## config.mk

```make
export PLATFORM = sky130hd
export DESIGN_NAME = cntm_ctrl
export DESIGN_NICKNAME = d
export VERILOG_FILES = /design/src/cntm_pkg.sv /design/src/cntm_ctrl.sv
export SDC_FILE = /design/constraint.sdc
export NUM_CORES = 1
export LEC_CHECK = 0
export BUFFER_PORTS_ARGS = -buffer_cell sky130_fd_sc_hd__clkbuf_2
export CORE_MARGIN = 4
export CORE_UTILIZATION = 43
export DETAILED_ROUTE_END_ITERATION = 8
export PLACE_DENSITY = 0.79
export SETUP_SLACK_MARGIN = 0.3
export SYNTH_ARGS = -nofsm -noshare
export SYNTH_HDL_FRONTEND = slang
export SYNTH_SLANG_ARGS = --single-unit
```

## constraint.sdc

```tcl
create_clock -name clk_i -period 2.1 [get_ports clk_i]
set_input_delay 0.42 -clock clk_i [delete_from_list [all_inputs] [get_ports clk_i]]
set_output_delay 0.42 -clock clk_i [all_outputs]
set_load 0.02 [all_outputs]
```

## src/cntm_pkg.sv

```systemverilog
package cntm_pkg;

  localparam int unsigned PosW  = 16;
  localparam int unsigned BoxW  = 12;
  localparam int unsigned AreaW = 24;
  localparam int unsigned IdW   = 32;
  localparam int unsigned CntW  = 4;
  localparam int unsigned Thr2W = 24;

  localparam logic [7:0] ThrDefault = 8'd50;
  localparam logic [7:0] ThrMin     = 8'd10;
  localparam logic [7:0] ThrMax     = 8'd150;
  localparam logic [3:0] LostDefault = 4'd5;
  localparam logic [3:0] LostMax     = 4'd10;
  localparam logic [15:0] AreaDefault = 16'd25;

  typedef enum logic [1:0] {
    REG_DIST_THR = 2'd0,
    REG_MAX_LOST = 2'd1,
    REG_MIN_AREA = 2'd2
  } reg_idx_e;

  typedef struct packed {
    logic [PosW-1:0] x;
    logic [PosW-1:0] y;
    logic [BoxW-1:0] left;
    logic [BoxW-1:0] top;
    logic [BoxW-1:0] width;
    logic [BoxW-1:0] height;
  } det_t;

  typedef struct packed {
    logic [IdW-1:0]  id;
    logic [PosW-1:0] x;
    logic [PosW-1:0] y;
    logic [BoxW-1:0] left;
    logic [BoxW-1:0] top;
    logic [BoxW-1:0] width;
    logic [BoxW-1:0] height;
    logic [CntW-1:0] life;
    logic [CntW-1:0] lost;
  } trk_t;

  typedef enum logic [3:0] {
    ST_IDLE,
    ST_T_CHK,
    ST_D_RD,
    ST_D_MUL,
    ST_D_CMP,
    ST_T_DONE,
    ST_T_MATCH,
    ST_N_RD,
    ST_N_WR,
    ST_FIN,
    ST_E_RD,
    ST_E_LD
  } state_e;

  typedef struct packed {
    logic load;
    logic frm_start;
    logic k_clr;
    logic k_inc;
    logic i_clr;
    logic i_inc;
    logic best_init;
    logic trk_rd;
    logic det_rd;
    logic det_rd_pick;
    logic sq_en;
    logic cmp_en;
    logic wr_match;
    logic wr_keep;
    logic wr_new;
    logic set_drop;
    logic fin;
    logic out_load;
    logic drop_clr;
  } cmd_t;

  typedef struct packed {
    logic k_end;
    logic i_end;
    logic claimed_i;
    logic pick_ok;
    logic keep_ok;
    logic trk_full;
    logic n_zero;
    logic k_last;
    logic out_busy;
  } sts_t;

  function automatic logic [7:0] eff_thr(input logic [7:0] raw);
    logic [7:0] t;
    t = (raw == 8'd0) ? ThrDefault : raw;
    if (t < ThrMin) t = ThrMin;
    if (t > ThrMax) t = ThrMax;
    return t;
  endfunction

  function automatic logic [3:0] eff_lost(input logic [3:0] raw);
    logic [3:0] m;
    m = (raw == 4'd0) ? LostDefault : raw;
    if (m > LostMax) m = LostMax;
    return m;
  endfunction

endpackage

```

## src/cntm_ctrl.sv

```systemverilog
module cntm_ctrl (
  input  logic            clk_i,
  input  logic            rst_ni,
  input  logic            s_valid_i,
  input  logic            s_last_i,
  output logic            s_ready_o,
  input  cntm_pkg::sts_t  sts_i,
  output cntm_pkg::cmd_t  cmd_o
);

  cntm_pkg::state_e state_q, state_d;

  always_ff @(posedge clk_i or negedge rst_ni) begin
    if (!rst_ni) begin
      state_q <= cntm_pkg::ST_IDLE;
    end else begin
      state_q <= state_d;
    end
  end

  always_comb begin
    state_d   = state_q;
    cmd_o     = '0;
    s_ready_o = 1'b0;
    unique case (state_q)
      cntm_pkg::ST_IDLE: begin
        s_ready_o = 1'b1;
        if (s_valid_i) begin
          cmd_o.load = 1'b1;
          if (s_last_i) begin
            cmd_o.frm_start = 1'b1;
            state_d = cntm_pkg::ST_T_CHK;
          end
        end
      end
      cntm_pkg::ST_T_CHK: begin
        cmd_o.i_clr = 1'b1;
        if (sts_i.k_end) begin
          state_d = cntm_pkg::ST_N_RD;
        end else begin
          cmd_o.trk_rd    = 1'b1;
          cmd_o.best_init = 1'b1;
          state_d = cntm_pkg::ST_D_RD;
        end
      end
      cntm_pkg::ST_D_RD: begin
        priority if (sts_i.i_end) begin
          state_d = cntm_pkg::ST_T_DONE;
        end else if (sts_i.claimed_i) begin
          cmd_o.i_inc = 1'b1;
        end else begin
          cmd_o.det_rd = 1'b1;
          state_d = cntm_pkg::ST_D_MUL;
        end
      end
      cntm_pkg::ST_D_MUL: begin
        cmd_o.sq_en = 1'b1;
        state_d = cntm_pkg::ST_D_CMP;
      end
      cntm_pkg::ST_D_CMP: begin
        cmd_o.cmp_en = 1'b1;
        cmd_o.i_inc  = 1'b1;
        state_d = cntm_pkg::ST_D_RD;
      end
      cntm_pkg::ST_T_DONE: begin
        priority if (sts_i.pick_ok) begin
          cmd_o.det_rd_pick = 1'b1;
          state_d = cntm_pkg::ST_T_MATCH;
        end else if (sts_i.keep_ok) begin
          cmd_o.wr_keep = 1'b1;
          cmd_o.k_inc   = 1'b1;
          state_d = cntm_pkg::ST_T_CHK;
        end else begin
          cmd_o.k_inc = 1'b1;
          state_d = cntm_pkg::ST_T_CHK;
        end
      end
      cntm_pkg::ST_T_MATCH: begin
        cmd_o.wr_match = 1'b1;
        cmd_o.k_inc    = 1'b1;
        state_d = cntm_pkg::ST_T_CHK;
      end
      cntm_pkg::ST_N_RD: begin
        priority if (sts_i.i_end) begin
          state_d = cntm_pkg::ST_FIN;
        end else if (sts_i.claimed_i) begin
          cmd_o.i_inc = 1'b1;
        end else if (sts_i.trk_full) begin
          cmd_o.set_drop = 1'b1;
          cmd_o.i_inc    = 1'b1;
        end else begin
          cmd_o.det_rd = 1'b1;
          state_d = cntm_pkg::ST_N_WR;
        end
      end
      cntm_pkg::ST_N_WR: begin
        cmd_o.wr_new = 1'b1;
        cmd_o.i_inc  = 1'b1;
        state_d = cntm_pkg::ST_N_RD;
      end
      cntm_pkg::ST_FIN: begin
        cmd_o.fin   = 1'b1;
        cmd_o.k_clr = 1'b1;
        if (sts_i.n_zero) begin
          cmd_o.drop_clr = 1'b1;
          state_d = cntm_pkg::ST_IDLE;
        end else begin
          state_d = cntm_pkg::ST_E_RD;
        end
      end
      cntm_pkg::ST_E_RD: begin
        cmd_o.trk_rd = 1'b1;
        state_d = cntm_pkg::ST_E_LD;
      end
      cntm_pkg::ST_E_LD: begin
        if (!sts_i.out_busy) begin
          cmd_o.out_load = 1'b1;
          cmd_o.k_inc    = 1'b1;
          if (sts_i.k_last) begin
            cmd_o.drop_clr = 1'b1;
            state_d = cntm_pkg::ST_IDLE;
          end else begin
            state_d = cntm_pkg::ST_E_RD;
          end
        end
      end
      default: state_d = cntm_pkg::ST_IDLE;
    endcase
  end

endmodule

```

==> impl_metrics.py, run 1 <==
metrics = {
    "status": {
        "status": "completed",
    },
    "placement": {
        "dp.cells": 136,
        "port_buffers": 32,
        "routabilityCongestion": 0.887,
        "place_hpwl_um": 1470,
    },
    "floorplan": {
        "pin_count": 33,
        "initial_core_util": 0.453,
        "rows": 13,
        "die_w_um": 45.0,
        "dieArea_um2": 2030,
        "die-height_um": 45.0,
        "core_area_um2": 1300,
    },
    "yosys": {
        "synth_top_area_frac": 0.170,
        "syn_area_per_cell_um2": 6.48,
        "synth.most_common_cell": "nor2_1",
        "yosysTopAreaCell": "dfrtp_1",
        "ys.warnings.count": 0,
        "ys.flop_type": "dfrtp_1",
        "synth.net_count": 104,
        "yosysUniqueCellTypes": 36,
        "ys_seq_elements": 4,
        "ys_top_cells_by_count": "nor2_1, nand2_1, a21oi_1, inv_1, nor3_1",
        "syn_area_um2": 589,
        "synth_cells": 91,
        "synthTopCellsByArea": "dfrtp_1, nand2b_1, nor2_1, a21oi_1, nor3_1",
        "synth-edff-count": 0,
        "ys_seq_area_frac": 0.170,
        "synthArstFlopShare": 1.00,
    },
    "drt": {
        "dr.pass1.iters": 4,
        "drt_iter0_drc": 63,
        "num_vias": 1032,
        "routed_via_density": 6.37,
        "wire_per_inst_um": 20.6,
        "wirelength_um": 3330,
        "drc_errors": 0,
        "postRouteAntennaNets": 0,
    },
    "power": {
        "p_comb_frac": 0.837,
        "power_density_nw_per_um2": 1680,
        "pwr-share-clk": 0.046,
        "p_leak_nw": 0.579,
        "p_int_w": 0.00100,
        "p_sw_w": 0.00102,
        "power_frac_seq": 0.117,
        "peakVddDrop_mv": 1.08,
        "switching_share": 0.503,
    },
    "finish": {
        "final_nets": 162,
        "largest_reg_flops": 4,
        "largest_registers": "state_q (4)",
        "drive_above_1_share": 0.626,
        "postLayoutCoreUtil": 0.922,
        "antennaDiodeCount": 0,
        "largest_register": "state_q",
        "area_growth_pct": 104,
        "final_cells": 162,
    },
    "sta": {
        "skew_ns": 0.00372,
        "post-route-period-util": 0.926,
        "finalSetupTns_ns": 0,
        "fin_crit_ns": 1.94,
        "whs_ns": 0.597,
        "max-slew-margin-rel": 0.810,
        "worst_pin_slew_ns": 0.282,
        "max_freq_mhz": 514,
        "finalSetupViolations": 0,
        "hold_violations": 0,
        "slew_viol_final": 0,
        "rsz0062_at_grt": "yes",
    },
    "clocking": {
        "htree_levels": 1,
        "insertion_delay_ns": 0.23,
        "cts.clk_slew.worst_paths_ns": 0.04,
        "clock-sinks": 4,
        "cts_buffer_depth": 2,
        "cts_tree": "built",
        "clockRootBuffer": "clkbuf_4",
        "numCtsBuffers": 3,
    },
    "setup_path": {
        "arrival_ns": 1.52,
        "crit_path_start_kind": "flip-flop",
        "crit_fanout": 6,
        "path_class": "flip-flop to primary output",
        "cp.required_ns": 1.68,
        "crit_path_end_kind": "primary output",
    },
    "global_route": {
        "grt_max_degree": 14,
        "grt_pass1_wl_um": 4370,
        "grt_pass1_vias": 902,
        "grt_overflow": 0,
        "antenna_found_initial": 0,
        "track_usage": 0.297,
    },
    "worst_hold_path": {
        "min_path_type": "input port to async pin",
    },
    "job": {
        "cap_violations": 0,
    },
}
layout make-up:
| class | count | area, µm² |
|---|---|---|
| timing repair buffer | 60 | 475 |
| sequential | 4 | 105 |
| tap | 15 | 18.8 |
| fill | 50 | 101 |
| multi-input combinational | 73 | 552 |
| inverter | 7 | 26.3 |
| clock buffer | 3 | 22.5 |
logic make-up (layout without fill, tap and decap cells):
group / Yosys count / count (layout) / share of synthesized area
simple gates: 48 / 48 / 0.429
compound gates: 24 / 24 / 0.270
buf+inv: 14 / 70 / 0.115
flops: 4 / 4 / 0.170
mux: 1 / 1 / 0.0170
per-layer routing:
layer | share of wire | routed length (µm) | global-route usage | up-vias
met3 | 0.10 | 344 | 0.0438 | 23
met1 | 0.36 | 1210 | 0.400 | 475
li1 | - | - | - | 440
met5 | 0 | 0 | 0 | -
met4 | 0.064 | 212 | 0.140 | 0
met2 | 0.47 | 1560 | 0.463 | 94
power by group through the flow:
stage	Combinational (W)	Clock (W)	Sequential, W
6_report	0.00169	0.0000928	0.000236
2_1_floorplan	0.000765	0	0.000148
3_3_place_gp	0.000916	0	0.000242
4_1_cts	0.00140	0.0000963	0.000218
5_1_grt	0.00179	0.0000964	0.000238
3_5_place_dp	0.000930	0	0.000246
path summary, 6_finish.rpt:
kind,start,endpoint,slack [ns],depth (start not counted)
setup / recovery,state_q[2],cmd_o[11],0.16,6
hold / removal,rst_ni,state_q[2],0.60,2
setup reg to reg,state_q[2],state_q[0],0.24,8
hold reg to reg,state_q[1],state_q[1],0.84,2
max in group asynchronous,rst_ni,state_q[3],1.36,2
min in group clk_i,sts_i[0],state_q[3],0.64,3
critical path, stage by stage (launching register included):
cell,delay (ns)
dfrtp_2,0.46
buf_6,0.16
buf_6,0.13
buf_4,0.14
buf_4,0.14
a21oi_2,0.11
clkbuf_8,0.16
cell usage in the layout, fill, tap and decap left out, types with 2 or more instances in the layout:
cell / instances
buf_4: 23
a21oi_1: 5
clkbuf_4: 4
nor3_1: 2
a21oi_2: 2
o21ai_0: 5
nand2b_1: 3
nor4_2: 2
clkbuf_8: 4
nor2_2: 2
nand2_1: 9
nand2b_2: 2
nor2b_4: 2
buf_6: 12
clkbuf_2: 15
buf_2: 4
nor3_2: 4
or2_4: 2
inv_1: 6
a21o_1: 2
nor2_1: 8
dfrtp_2: 4
nand3_2: 2
per-stage QoR:
step / power, W / setup slack [ns] / area [µm²]
floorplan: 0.000913 / 0.185 / 632
global route: 0.00212 / 0.0782 / 1200
global placement: 0.00116 / 0.283 / 807
finish: 0.00202 / 0.156 / 1200
detailed placement: 0.00118 / 0.262 / 807
CTS: 0.00171 / 0.208 / 1100
timing repair:
action                     4_1_cts  5_1_grt
pin swaps                        8        6
hold buffers                     1        0
resized for setup               43       27
buffers inserted                16        6
hold endpoints to repair         4        0
gates cloned                     0        0
setup endpoints to repair       20       18
No activity file was read; power rests on OpenSTA's default activity.
==> run 2: changes to the inputs <==
--- a/config.mk
+++ b/config.mk
@@ -9,7 +9,9 @@
 export CORE_MARGIN = 4
 export CORE_UTILIZATION = 43
 export DETAILED_ROUTE_END_ITERATION = 8
+export MAX_ROUTING_LAYER = met4
 export PLACE_DENSITY = 0.79
+export RECOVER_POWER = 100
 export SETUP_SLACK_MARGIN = 0.3
 export SYNTH_ARGS = -nofsm -noshare
 export SYNTH_HDL_FRONTEND = slang
==> impl_metrics.py, run 2 (synthesis gave the netlist of run 1 again) <==
metrics = {
    "setup_path": {
        "critPathCapture": "cmd_o[7]",
        "slowest_delay_ns": 0.49,
        "ff2ff_setup_slack_ns": 0.24,
        "path_cells": "buf_4, buf_4, nor3_1, clkbuf_1",
        "crit_fanout": 8,
        "crit_top_cell": "buf_4",
        "crit_path_start_kind": "flip-flop",
        "reg2reg_to": "state_q[0]",
        "cp.required_ns": 1.68,
        "arrival_ns": 1.58,
        "path_class": "flip-flop to primary output",
        "crit_path_end_kind": "primary output",
        "slowest_stage": "dfrtp_2",
        "startpoint": "state_q[0]",
        "rr_startpoint": "state_q[2]",
        "reg2reg_depth": 8,
    },
    "global_route": {
        "grt_pass1_wl_um": 4420,
        "grt_pass1_vias": 904,
        "antenna_found_initial": 0,
        "grt_max_degree": 14,
        "track_usage": 0.309,
        "grt_overflow": 0,
    },
    "power": {
        "p_leak_nw": 0.533,
        "pwr-share-clk": 0.047,
        "peakVddDrop_mv": 1.11,
        "p_sw_w": 0.00102,
        "p_int_w": 0.000952,
        "p_comb_frac": 0.835,
        "switching_share": 0.518,
        "power_frac_seq": 0.118,
        "power_density_nw_per_um2": 1700,
    },
    "finish": {
        "largest_registers": "state_q (4)",
        "largest_register": "state_q",
        "postLayoutCoreUtil": 0.893,
        "final_cells": 162,
        "final_common_cell": "buf_4",
        "final_cell_mix": "buf_4, clkbuf_2, buf_6",
        "drive_above_1_share": 0.544,
        "antennaDiodeCount": 0,
        "area_growth_pct": 97.2,
        "largest_reg_flops": 4,
        "final_nets": 162,
    },
    "sta": {
        "worst_pin_slew_ns": 0.273,
        "max-slew-margin-rel": 0.817,
        "rsz0062_at_grt": "yes",
        "fin_ws_ns": 0.103,
        "max_freq_mhz": 501,
        "hold_violations": 0,
        "fin_crit_ns": 2.00,
        "finalSetupViolations": 0,
        "skew_ns": 0.00522,
        "finalSetupTns_ns": 0,
        "post-route-period-util": 0.951,
        "slew_viol_final": 0,
    },
    "placement": {
        "port_buffers": 32,
        "dp.cells": 136,
        "place_hpwl_um": 1470,
        "pre_cts_ws_ns": 0.262,
        "routabilityCongestion": 0.901,
    },
    "drt": {
        "dr_wl_met2_um": 1560,
        "highest_layer": "met4",
        "drt_iter0_drc": 46,
        "wirelength_um": 3340,
        "num_vias": 1050,
        "wl_met1_um": 1290,
        "dr.pass1.iters": 5,
        "met3WireLength_um": 257,
        "wire_per_inst_um": 20.6,
        "postRouteAntennaNets": 0,
        "drc_errors": 0,
        "routed_via_density": 6.48,
    },
    "clocking": {
        "numCtsBuffers": 3,
        "clockRootBuffer": "clkbuf_4",
        "insertion_delay_ns": 0.23,
        "cts.clk_slew.worst_paths_ns": 0.04,
        "cts_tree": "built",
        "cts_buffer_depth": 2,
        "htree_levels": 1,
        "clock-sinks": 4,
    },
    "floorplan": {
        "rows": 13,
        "dieArea_um2": 2030,
        "die_w_um": 45.0,
        "initial_core_util": 0.453,
        "pin_count": 33,
        "die-height_um": 45.0,
        "core_area_um2": 1300,
    },
    "worst_hold_path": {
        "min_path_type": "input port to async pin",
    },
    "status": {
        "status": "completed",
    },
    "job": {
        "cap_violations": 0,
    },
}
run 2: power by group through the flow:
stage               clock (W)  combinational (W)  sequential, W
finish              0.0000933            0.00165       0.000233
global route        0.0000987            0.00173       0.000236
CTS                 0.0000963            0.00140       0.000218
detailed placement          0           0.000930       0.000246
global placement            0           0.000916       0.000242
floorplan                   0           0.000765       0.000148
run 2: through the flow:
step	total power (W)	hold slack, ns	area (µm²)
finish	0.00197	0.605	1160
global route	0.00206	0.621	1160
CTS	0.00171	0.532	1100
detailed placement	0.00118	0.228	807
global placement	0.00116	0.226	807
floorplan	0.000913	0.124	632
run 2: per-layer routing:
metal	vias to the layer above	GRT usage
met4	0	0.140
li1	436	-
met3	26	0.0398
met1	499	0.409
met5	-	-
met2	89	0.463
run 2: cell type report:
class / instances / area [µm²]
clock buffer: 3 / 22.5
fill: 64 / 139
inverter: 7 / 26.3
multi-input combinational: 73 / 547
sequential: 4 / 105
tap: 15 / 18.8
timing repair buffer: 60 / 443
run 2: what timing repair did:
action                                  in CTS  in global routing
endpoints found under the setup margin      20                 18
hold buffers                                 1                  0
pin swaps                                    8                  6
setup buffers                               16                  6
hold endpoints to repair                     4                  0
gates resized for setup                     43                 29
run 2: worst max-delay path: cells and delay by family, from the launching register on:
| family | cells | cell delay (ns) |
|---|---|---|
| buffers and inverters | 3 | 0.58 |
| DFF | 1 | 0.49 |
| and+or+nand+nor | 1 | 0.27 |
run 2: how the worst min path moves through the flow:
| stage | to | cells past startpoint | slack (ns) | start |
|---|---|---|---|---|
| 3_5_place_dp | state_q[2] | 1 | 0.23 | rst_ni |
| 5_1_grt | state_q[1] | 2 | 0.62 | rst_ni |
| 4_1_cts | state_q[1] | 2 | 0.53 | rst_ni |
| 6_report | state_q[1] | 2 | 0.61 | rst_ni |
| 3_3_place_gp | state_q[3] | 1 | 0.23 | rst_ni |
| 2_1_floorplan | state_q[0] | 0 | 0.12 | rst_ni |
